===== src/rtl/ihq_ram.sv =====
`timescale 1ns / 1ps

module ihq_ram #(
	parameter int WIDTH = 8,
	parameter int DEPTH = 16
) (
	input  logic                     clk,
	input  logic                     we,
	input  logic [$clog2(DEPTH)-1:0] waddr,
	input  logic [WIDTH-1:0]         wdata,
	input  logic [$clog2(DEPTH)-1:0] raddr,
	output logic [WIDTH-1:0]         rdata
);

	logic [WIDTH-1:0] mem_q [DEPTH];

	always_ff @(posedge clk) begin
		if (we) begin
			mem_q[waddr] <= wdata;
		end
		rdata <= mem_q[raddr];
	end

endmodule


===== config.mk =====
export PLATFORM = sky130hd
export DESIGN_NAME = ihq_ram
export DESIGN_NICKNAME = d
export VERILOG_FILES = /design/src/rtl/ihq_ram.sv
export SDC_FILE = /design/constraint.sdc
export NUM_CORES = 1
export LEC_CHECK = 0
export ABC_AREA = 1
export BUFFER_PORTS_ARGS = -buffer_cell sky130_fd_sc_hd__buf_2
export CAP_MARGIN = 25
export CORE_ASPECT_RATIO = 1.25
export CORE_MARGIN = 10
export CORE_UTILIZATION = 63
export CTS_BUF_LIST = sky130_fd_sc_hd__clkbuf_2 sky130_fd_sc_hd__clkbuf_4 sky130_fd_sc_hd__clkbuf_8
export CTS_CLUSTER_DIAMETER = 50
export CTS_CLUSTER_SIZE = 25
export DETAILED_ROUTE_END_ITERATION = 12
export PLACE_DENSITY = 0.83
export SYNTH_ARGS = -nofsm -noshare
export SYNTH_HDL_FRONTEND = slang
export SYNTH_SLANG_ARGS = --single-unit

===== constraint.sdc =====
create_clock -name clk -period 1.1 [get_ports clk]
set_clock_uncertainty 0.05 [all_clocks]
set_input_delay 0 -clock clk [delete_from_list [all_inputs] [get_ports clk]]
set_output_delay 0 -clock clk [all_outputs]
set_load 0.02 [all_outputs]

; Yosys cells after proc, flatten, opt, wreduce, memory -nomap -nowiden
; Memories as Yosys holds them, arrays and structs flattened. A register that Yosys moved wholly into a read port is not among the register bits.
; Index checks and enable logic that the tools add are counted.
; Widths: inputs -> output; s select.
[totals]
regBits = 0
ram_bits = 128
input_bits = 18
out_inout_bits = 8
wordCells = 3
n_memories = 1
[classes]
mux = 2
[memory_table]
columns = memory, words, word_bits, read_ports, rd_ports_with_merged_regs, wr, line
row1 = mem_q, 16, 8, 1, 1, 1, 15  ; logic [WIDTH-1:0] mem_q [DEPTH];
[op_table]
columns = operator, n
row1 = $mux 1, 2

; Logic depth before layout (Yosys ltp)
; Gate-level depths: netlist of the first run.
[depth]
depth_word = 2
ltp_mapped = 8
mapped_depth_nobuf = 7

; Worst setup path before layout of the first run
; OpenSTA, ideal clock, no wires.
[synth_path]
path_type = input to register
start = input waddr[3]
end = memory mem_q[4][0], enable pin
setup_ns = 0.370
arrival_ns = 0.581
required_ns = 0.680
slack_ns = 0.099
cell_stages = 2
n_path_buf = 0
cell_sequence = nand3b_1 > nor2_1
[synth_lines]
columns = element, line
row1 = start: declaration, 9  ; input logic [$clog2(DEPTH)-1:0] waddr,
row2 = end: declaration, 15
; Straight into the memory's write port.

==> results.sh, run 1 <==
export IMPL_via_count=4021
export IMPL_clk_pin_slew_ps=80
export IMPL_yosys_register_bits=136
export IMPL_hold_path_class="in2reg"
export IMPL_ant_nets=0
export IMPL_final_area_mm2=0.00671
export IMPL_p_leak_nw=2.94
export IMPL_synth_cell_types=12
export IMPL_dp_hpwl_mm=7.97
export IMPL_timing_final_crit_period_ps=1080
export IMPL_worst_slew_pin_slew_ps=366
export IMPL_placed_area_mm2=0.00614
export IMPL_grt_max_degree=45
export IMPL_post_route_period_util_pct=97.8
export IMPL_drv_slew=0
export IMPL_cap_violations=0
export IMPL_dpl_worst_slack_ps=11.4
export IMPL_synth_seq_area_share_pct=69.4
export IMPL_synthesis_area_mm2=0.00577
export IMPL_hold_viol_final=0
export IMPL_die_area_mm2=0.0134
export IMPL_via_per_inst=5.42
export IMPL_drcViolationCount=0
export IMPL_synth_cells=551
export IMPL_grt_ovfl_total=0
export IMPL_io_buffers=25
export IMPL_fin_nets=624
export IMPL_avgSynthCellArea_um2=10.5
export IMPL_criticalPathCategory="reg2reg"
export IMPL_wl_per_cell_um=16.9
export IMPL_power_per_cell_area_mw_per_mm2=1650
export IMPL_cts_tree="yes"
export IMPL_wl_mm=12.6
export IMPL_grt_usage_pct=19.3
export IMPL_initial_core_util_pct=63.9
export IMPL_cp_arrival_ps=1350
export IMPL_start_kind="flip-flop"
export IMPL_firstDrtPassIters=6
export IMPL_fin_ws_ps=23.8
export IMPL_crit_fanout=1
export IMPL_max_freq_ghz=0.929
export IMPL_htree_levels=4
export IMPL_cts_root_buf="clkbuf_8"
export IMPL_num_rows=39
export IMPL_whs_ps=41.0
export IMPL_drtIter0Drc=379
export IMPL_clock_latency_ps=440
export IMPL_area_growth_pct=16.3
export IMPL_finalSetupViolCount=0
export IMPL_core_mm2=0.00903
export IMPL_relSlewSlack_pct=75.6
export IMPL_grt_pass1_wl_mm=19.9
export IMPL_place_congestion=0.871
export IMPL_ioPinCount=26
export IMPL_grt_pass1_vias=3821
export IMPL_die_w_um=106
export IMPL_diodes=0
export IMPL_status="finished clean"
export IMPL_drive_above_1_share_pct=14.9
export IMPL_ys_warn_count=0
export IMPL_clk_path_buf_depth=2
export IMPL_power_mw=11.1
export IMPL_antenna_found_initial=0
export IMPL_numCtsBuffers=17
export IMPL_max_vdd_ir_drop_mv=1.55
export IMPL_fp_dieH_um=127
export IMPL_synth_nets=569
export IMPL_cts_sinks=136
export IMPL_cp_data_required_time_ps=1380
export IMPL_end_kind="flip-flop"
[path summary, 6_finish.rpt]
check | slack, ps | from | endpoint | cells past startpoint
setup / recovery | 20 | mem_q[1][1]$_DFFE_PP_ | rdata[1]$_DFF_P_ | 6
hold / removal | 40 | raddr[2] | rdata[4]$_DFF_P_ | 5
setup reg to reg | 20 | mem_q[1][1]$_DFFE_PP_ | rdata[1]$_DFF_P_ | 6
hold reg to reg | 630 | mem_q[10][4]$_DFFE_PP_ | rdata[4]$_DFF_P_ | 6
[area by class of cell]
class                           instances  area, µm²
Clock buffer                           20        269
Clock inverter                         12        174
Fill cell                             579       2320
Inverter                              102        383
Multi-Input combinational cell        289       1250
Sequential cell                       136       4000
Tap cell                              123        154
Timing Repair Buffer                   60        475
[cell families after synthesis]
| logic type | synth area share (%) |
|---|---|
| buffers and inverters | 9.52 |
| AND/OR/NAND/NOR | 21.0 |
| flip-flops | 69.4 |
[sequential cells by signal, summed over array words and instances (netlist names)]
register,flops
mem_q,128
rdata,8
[metrics by stage]
stage | cells | utilization, % | TNS, ps
final | 742 | 74.3 | 0
after CTS | 742 | 73.9 | 0
after global routing | 742 | 74.3 | -19.8
after detailed placement | 701 | 68.0 | 0
after floorplan | 551 | - | 0
after global placement | 701 | 68.0 | 0
[critical path, cell delays in order (launching register included)]
cell,delay (ps)
edfxtp_1,410
inv_1,80
nand2_1,50
nand3_1,80
nand3_1,130
nand3_2,100
nand2_1,70
[placed cells by master, fill, tap and decap left out]
| cell type | count |
|---|---|
| nand3_2 | 7 |
| inv_1 | 100 |
| buf_2 | 24 |
| clkbuf_4 | 1 |
| clkinvlp_4 | 4 |
| nand3b_1 | 2 |
| dlygate4sd3_1 | 9 |
| bufinv_16 | 4 |
| clkinv_2 | 3 |
| buf_12 | 5 |
| clkbuf_8 | 19 |
| dfxtp_1 | 8 |
| edfxtp_1 | 128 |
| clkinv_4 | 1 |
| nor2_1 | 17 |
| inv_2 | 2 |
| nand2_1 | 173 |
| nand3_1 | 90 |
| buf_4 | 22 |
[cell usage after synthesis (all sizes together)]
cell type | instances | share of area [%]
buf | 24 | 2.9
dfxtp | 8 | 2.8
edfxtp | 128 | 67
inv | 102 | 6.6
nand2 | 173 | 11
nand3 | 97 | 8.4
nand3b | 2 | 0.26
nor2 | 17 | 1.1
[per-layer routing]
layer	routed length [µm]	part of all wire, %	global-route usage (%)	vias up
met3	985	7.8	4.31	59
met4	727	5.8	13.2	0
li1	-	-	-	1879
met2	6260	50	31.7	225
met1	4600	37	22.2	1858
met5	0	0	0	-
[report_power, final]
group	total, mW	internal (mW)	switching, mW
logic	0.816	0.266	0.550
clock network	4.42	2.60	1.82
registers	5.82	5.79	0.0360
[what timing repair did]
action                                  in CTS  in global routing
hold buffers                                 9                  0
resized for setup                            0                  8
buffers inserted                             0                  0
hold endpoints to repair                   136                  0
endpoints found under the setup margin       0                  7
Power figures use the tool's default switching activity.
==> inputs of run 2 (changes only) <==
==> config.mk (replaced) <==
export PLATFORM = sky130hd
export DESIGN_NAME = ihq_ram
export DESIGN_NICKNAME = d
export VERILOG_FILES = /design/src/rtl/ihq_ram.sv
export SDC_FILE = /design/constraint.sdc
export NUM_CORES = 1
export LEC_CHECK = 0
export BUFFER_PORTS_ARGS = -buffer_cell sky130_fd_sc_hd__buf_2
export CAP_MARGIN = 25
export CORE_ASPECT_RATIO = 1.25
export CORE_MARGIN = 10
export CORE_UTILIZATION = 65
export CTS_BUF_LIST = sky130_fd_sc_hd__clkbuf_2 sky130_fd_sc_hd__clkbuf_4 sky130_fd_sc_hd__clkbuf_8
export CTS_CLUSTER_DIAMETER = 50
export CTS_CLUSTER_SIZE = 25
export DETAILED_ROUTE_END_ITERATION = 12
export PLACE_DENSITY = 0.86
export SYNTH_ARGS = -nofsm -noshare
export SYNTH_HDL_FRONTEND = slang
export SYNTH_SLANG_ARGS = --single-unit
export TNS_END_PERCENT = 30
==> constraint.sdc (replaced) <==
create_clock -name clk -period 1.25 [get_ports clk]
set_clock_uncertainty 0.05 [all_clocks]
set_input_delay 0 -clock clk [delete_from_list [all_inputs] [get_ports clk]]
set_output_delay 0 -clock clk [all_outputs]
set_load 0.02 [all_outputs]
==> run 2 against run 1 <==
Effect of this change:
- the run now ends with negative setup slack left
- die area shrank 11%
- utilization grew 3.4 points
- synthesized cell count shrank 58%
- total power shrank 18%
- sequential power shrank 12%
- sequential share of layout area grew 6.8 points
- final area shrank 10%
- non-clock buffer count is the same
- first-iteration DRC count shrank 37%
- clock-buffer cell count grew 1
- via count shrank 37%
==> results.sh, run 2 <==
export IMPL_via_count=2532
export IMPL_worstPathCellList="mux4_2, a22oi_2, nand2_1"
export IMPL_power_per_cell_area_mw_per_mm2=1500
export IMPL_firstDrtPassIters=5
export IMPL_htree_levels=4
export IMPL_grt_usage_pct=17.5
export IMPL_final_util_pct=77.7
export IMPL_synth_compound_area_share_pct=2.33
export IMPL_timing_final_crit_period_ps=1350
export IMPL_antenna_found_initial=0
export IMPL_grt_max_degree=25
export IMPL_grt_pass1_vias=2666
export IMPL_stdcell_count=406
export IMPL_startpoint="mem_q[3][6]$_DFFE_PP_"
export IMPL_drive_above_1_share_pct=38.9
export IMPL_dpl_worst_slack_ps=-205
export IMPL_initial_core_util_pct=66.4
export IMPL_start_kind="flip-flop"
export IMPL_worst_slew_pin_slew_ps=907
export IMPL_yosysTopAreaCell="edfxtp_1"
export IMPL_end_kind="flip-flop"
export IMPL_final_cell_mix="edfxtp_1 (128), mux4_2 (28), buf_2 (25)"
export IMPL_synth_cells=229
export IMPL_synth_cell_types=19
export IMPL_diodes=0
export IMPL_die_area_mm2=0.0119
export IMPL_violations="negative setup slack"
export IMPL_reg_largest_list="mem_q x128, rdata x8"
export IMPL_ioPinCount=26
export IMPL_ant_nets=0
export IMPL_top_layer="met4"
export IMPL_route_met2_wl_mm=5.26
export IMPL_crit_path_end="rdata[6]$_DFF_P_"
export IMPL_r2r_start="mem_q[3][6]$_DFFE_PP_"
export IMPL_synthTopCellsByArea="edfxtp_1 (75%), mux4_2 (7.9%), mux4_1 (7.1%), dfxtp_1 (3.1%), a22oi_1 (2.3%)"
export IMPL_grt_pass1_wl_mm=15.2
export IMPL_synthesis_area_mm2=0.00515
export IMPL_slowest_delay_ps=500
export IMPL_yosys_register_bits=136
export IMPL_synth_nets=247
export IMPL_hold_viol_final=0
export IMPL_via_per_inst=6.24
export IMPL_p_leak_nw=2.04
export IMPL_top_register="mem_q"
export IMPL_final_common_cell="edfxtp_1"
export IMPL_synthTopCellsByCount="edfxtp_1 (128), mux4_2 (18), a22oi_1 (16)"
export IMPL_finalSetupViolCount=8
export IMPL_grt_ovfl_total=0
export IMPL_rrSetupSlack_ps=-100
export IMPL_max_vdd_ir_drop_mv=1.11
export IMPL_num_rows=36
export IMPL_max_freq_ghz=0.742
export IMPL_drcViolationCount=0
export IMPL_dr_wl_met3_um=625
export IMPL_relSlewSlack_pct=39.4
export IMPL_synth_seq_area_share_pct=77.8
export IMPL_synth_top_family_by_area="multiplexers"
export IMPL_core_mm2=0.00775
export IMPL_status="complete, but fails checks"
export IMPL_reg2reg_to="rdata[6]$_DFF_P_"
export IMPL_drv_slew=0
export IMPL_drtIter0Drc=240
export IMPL_synthMostInstantiatedCell="edfxtp_1"
export IMPL_r2r_cells=3
export IMPL_hold_path_class="in2reg"
export IMPL_area_growth_pct=16.9
export IMPL_synthAdderAreaFrac_pct=0
export IMPL_post_route_period_util_pct=108
export IMPL_wl_per_cell_um=24.3
export IMPL_dp_hpwl_mm=6.38
export IMPL_yosys_most_used_dff="edfxtp_1"
export IMPL_crit_fanout=1
export IMPL_clk_pin_slew_ps=70
export IMPL_wl_met1_mm=3.79
export IMPL_wl_mm=9.87
export IMPL_fin_ws_ps=-97.1
export IMPL_place_congestion=0.785
export IMPL_fp_dieH_um=119
export IMPL_fillCellCount=414
export IMPL_fin_nets=316
export IMPL_cts_sinks=136
export IMPL_synthXorXnorAreaFrac_pct=0
export IMPL_dp_cells=366
export IMPL_clk_path_buf_depth=2
export IMPL_rsz0062_at_grt="true"
export IMPL_synth_top_area_share_pct=74.7
export IMPL_ys_warn_count=0
export IMPL_clock_latency_ps=430
export IMPL_cap_violations=0
export IMPL_criticalPathCategory="reg2reg"
export IMPL_cp_data_required_time_ps=1510
export IMPL_cts_root_buf="clkbuf_8"
export IMPL_synth_edf_count=128
export IMPL_io_buffers=25
export IMPL_cts_tree="yes"
export IMPL_cp_arrival_ps=1610
export IMPL_die_w_um=99.6
export IMPL_avgSynthCellArea_um2=22.5
export IMPL_synth_area_mux_share_pct=15.0
export IMPL_synth_simple_area_share_pct=3.18
export IMPL_largest_register_ffs=128
export IMPL_numCtsBuffers=17
export IMPL_async_reset_ff_share_pct=0
export IMPL_crit_slowest_cell="mux4_2"
run 2: cell types whose count changed after synthesis, moves of 2 or more:
cell,delta
mux4_2,+18
nand2b_1,+2
nor3_1,+4
clkdlybuf4s25_2,+3
mux4_1,+14
nand3_1,-96
buf_6,-3
inv_1,-100
nand2_1,-164
inv_2,-2
a22oi_1,+16
buf_4,-3
nor2_1,-4
buf_2,-10
run 2: report_power, final:
part | internal [mW] | switching [mW] | total (mW)
logic | 0.257 | 0.315 | 0.572
registers | 5.09 | 0.0324 | 5.13
clock network | 1.82 | 1.51 | 3.33
total | 7.17 | 1.86 | 9.03
run 2: repair_timing:
action,in CTS,in global routing
resized for setup,15,6
hold buffers,8,0
pin swaps,11,2
endpoints found under the hold margin,128,0
setup buffers,0,0
setup endpoints to repair,8,8
run 2: area by class of cell:
| class | count | area (µm²) | area share [%] |
|---|---|---|---|
| clock buffer | 21 | 264 | 4.39 |
| clock inverter | 11 | 106 | 1.77 |
| multi-input combinational | 83 | 1080 | 17.9 |
| sequential | 136 | 4000 | 66.5 |
| tap | 95 | 119 | 1.98 |
| timing repair buffer | 60 | 445 | 7.40 |
run 2: kinds of logic after synthesis:
group	count (synthesis)
AOI/OAI and AO/OA	16
buffers and inverters	10
DFF	136
muxes	32
and+or+nand+nor	35
run 2: per-layer routing:
metal,vias up,global-route usage [%]
met1,1300,20.5
met2,111,28.9
met4,0,8.80
met3,16,4.82
met5,-,0
li1,1105,-
run 2: worst max-delay path: cells and delay by family (launching register included):
family	cells	cell delay [ps]
AOI/OAI and AO/OA	1	210
DFF	1	400
muxes	1	500
and+or+nand+nor	1	70
run 2: through the flow:
stage               total power [mW]  hold WS [ps]  TNS, ps  instance area, µm²
floorplan                       5.51          48.9    -1980                5150
global placement                5.72           321    -1970                5550
detailed placement              5.75           346    -3370                5550
CTS                             9.08          51.9     -609                6010
global route                    9.31          62.0     -801                6020
finish                          9.03          62.7     -514                6020
run 2: worst min path at each step:
stage	start	endpoint	slack [ps]	depth (start not counted)
after CTS	raddr[1]	rdata[4]$_DFF_P_	50	4
final	raddr[1]	rdata[4]$_DFF_P_	60	4
after detailed placement	wdata[3]	mem_q[10][3]$_DFFE_PP_	350	1
after global routing	raddr[1]	rdata[4]$_DFF_P_	60	4
after floorplan	wdata[0]	mem_q[0][0]$_DFFE_PP_	50	0
after global placement	wdata[7]	mem_q[6][7]$_DFFE_PP_	320	1
==> inputs of run 3 (changes only) <==
--- a/config.mk
+++ b/config.mk
@@ -14,7 +14,8 @@
 export CTS_CLUSTER_DIAMETER = 50
 export CTS_CLUSTER_SIZE = 25
 export DETAILED_ROUTE_END_ITERATION = 12
-export PLACE_DENSITY = 0.86
+export GPL_TIMING_DRIVEN = 0
+export PLACE_DENSITY = 0.84
 export SYNTH_ARGS = -nofsm -noshare
 export SYNTH_HDL_FRONTEND = slang
 export SYNTH_SLANG_ARGS = --single-unit
==> run 3 against run 2 <==
Effect of this change:
- the run still ends with negative setup slack left
- clock power increased by 26%
- setup slack got worse by 61 ps
- sequential cell count unchanged
- final area decreased by 0.29%
- clock-buffer cell count unchanged
- first-iteration DRC count increased by 34%
- die area unchanged
- sequential power about the same
- critical path depth unchanged
- hold slack got worse by 50 ps
- sequential share of layout area increased by 0.19 points
- global-route usage increased by 0.86 points
==> results.sh, run 3 (synthesis results as in run 2) <==
export IMPL_antenna_found_initial=0
export IMPL_drive_above_1_share_pct=36.6
export IMPL_final_area_mm2=0.00600
export IMPL_diodes=0
export IMPL_power_per_cell_area_mw_per_mm2=1650
export IMPL_final_common_cell="edfxtp_1"
export IMPL_hold_path_class="in2reg"
export IMPL_cp_arrival_ps=1680
export IMPL_num_rows=36
export IMPL_p_leak_nw=2.00
export IMPL_grt_pass1_wl_mm=15.7
export IMPL_cp_data_required_time_ps=1520
export IMPL_htree_levels=4
export IMPL_cts_root_buf="clkbuf_8"
export IMPL_grt_ovfl_total=0
export IMPL_largest_register_ffs=128
export IMPL_regArea_mm2=0.00400
export IMPL_crit_fanout=1
export IMPL_die_w_um=99.6
export IMPL_holdCritStartpoint="waddr[0]"
export IMPL_power_share_clock_pct=42.3
export IMPL_reg_largest_list="mem_q x128, rdata x8"
export IMPL_seqPwrFrac_pct=51.8
export IMPL_clock_latency_ps=440
export IMPL_worstPathCellList="mux4_2, a22oi_2, nand2_1"
export IMPL_ant_nets=0
export IMPL_die_area_mm2=0.0119
export IMPL_clk_pin_slew_ps=80
export IMPL_post_route_period_util_pct=113
export IMPL_cts_tree="yes"
export IMPL_grt_pass1_vias=2680
export IMPL_end_kind="flip-flop"
export IMPL_via_per_inst=6.49
export IMPL_violations="negative setup slack"
export IMPL_criticalPathCategory="reg2reg"
export IMPL_grt_usage_pct=18.3
export IMPL_initial_core_util_pct=66.4
export IMPL_wl_per_cell_um=26.5
export IMPL_max_vdd_ir_drop_mv=1.90
export IMPL_cap_violations=0
export IMPL_status="complete, but fails checks"
export IMPL_fin_ws_ps=-158
export IMPL_drv_slew=0
export IMPL_drcViolationCount=0
export IMPL_clk_path_buf_depth=2
export IMPL_placed_area_mm2=0.00541
export IMPL_startpoint="mem_q[3][2]$_DFFE_PP_"
export IMPL_final_cell_mix="edfxtp_1 (128), mux4_2 (28), buf_2 (27)"
export IMPL_hold_viol_final=0
export IMPL_area_growth_pct=16.6
export IMPL_crit_slowest_cell="mux4_2"
export IMPL_multi_input_area_mm2=0.00107
export IMPL_via_count=2549
export IMPL_numCtsBuffers=17
export IMPL_dp_hpwl_mm=6.21
export IMPL_finalSetupViolCount=8
export IMPL_rsz0062_at_grt="true"
export IMPL_drtIter0Drc=321
export IMPL_r2r_start="mem_q[3][2]$_DFFE_PP_"
export IMPL_intPower_mw=7.89
export IMPL_whs_ps=12.6
export IMPL_fp_dieH_um=119
export IMPL_place_congestion=0.858
export IMPL_top_register="mem_q"
export IMPL_cts_sinks=136
export IMPL_firstDrtPassIters=6
export IMPL_timing_final_crit_period_ps=1410
export IMPL_worst_slew_pin_slew_ps=915
export IMPL_crit_family="multiplexers"
export IMPL_core_mm2=0.00775
export IMPL_switching_share_pct=20.1
export IMPL_cp_num_buf_inv=0
export IMPL_p_switching_mw=1.99
export IMPL_fillCellCount=416
export IMPL_max_freq_ghz=0.710
export IMPL_wl_mm=10.4
export IMPL_combPwrFrac_pct=5.9
export IMPL_ioPinCount=26
export IMPL_io_buffers=24
export IMPL_slowest_delay_ps=530
export IMPL_stdcell_count=393
export IMPL_start_kind="flip-flop"
export IMPL_dp_cells=351
export IMPL_relSlewSlack_pct=38.8
export IMPL_power_mw=9.88
export IMPL_grt_max_degree=17
export IMPL_fin_nets=303
## run 3: cell count changes in the layout (fill, tap and decap cells not counted), moves of 4 or more
cell / change
buf_4: -20
a22oi_2: -4
a22oi_1: +4
clkinv_1: -4
## run 3: path summary, 6_finish.rpt
| path | slack, ps | depth (start not counted) | end |
|---|---|---|---|
| worst max register to register | -160 | 3 | rdata[2]$_DFF_P_ |
| worst min register to register | 640 | 3 | rdata[3]$_DFF_P_ |
| worst max-delay path | -160 | 3 | rdata[2]$_DFF_P_ |
| worst min-delay path | 10 | 2 | mem_q[4][1]$_DFFE_PP_ |
## run 3: metrics by stage
step	utilization, %	TNS (ps)	worst slack, ps
floorplan	-	-1980	-66.1
global placement	69.6	-35920	-538
detailed placement	69.9	-29710	-461
CTS	77.0	-887	-140
global route	77.5	-1210	-210
finish	77.5	-936	-158
## run 3: layer usage
| layer | vias up | global-route usage, % | wire (µm) |
|---|---|---|---|
| met2 | 171 | 28.5 | 5290 |
| met5 | - | 0 | 0 |
| met1 | 1284 | 22.8 | 3750 |
| met4 | 0 | 9.87 | 334 |
| met3 | 22 | 5.17 | 1050 |
| li1 | 1072 | - | - |
## run 3: power by group through the flow
stage / clock network (mW) / registers (mW) / logic, mW
after global routing: 4.41 / 5.13 / 0.617
after floorplan: 0 / 5.25 / 0.259
final: 4.18 / 5.12 / 0.580
after global placement: 0 / 5.21 / 0.500
after CTS: 4.20 / 5.12 / 0.567
after detailed placement: 0 / 5.22 / 0.522
## run 3: cell type report
type,count,area share (%)
Clock buffer,21,4.71
Multi-Input combinational cell,83,17.9
Tap cell,95,1.98
Timing Repair Buffer,37,4.05
Buffer,10,1.44
Clock inverter,11,3.21
Sequential cell,136,66.7
## run 3: what timing repair did
item	4_1_cts	5_1_grt
endpoints found under the setup margin	12	40
hold buffers	8	2
endpoints found under the hold margin	133	4
pin swaps	8	2
buffers inserted	0	0
gates resized for setup	16	5
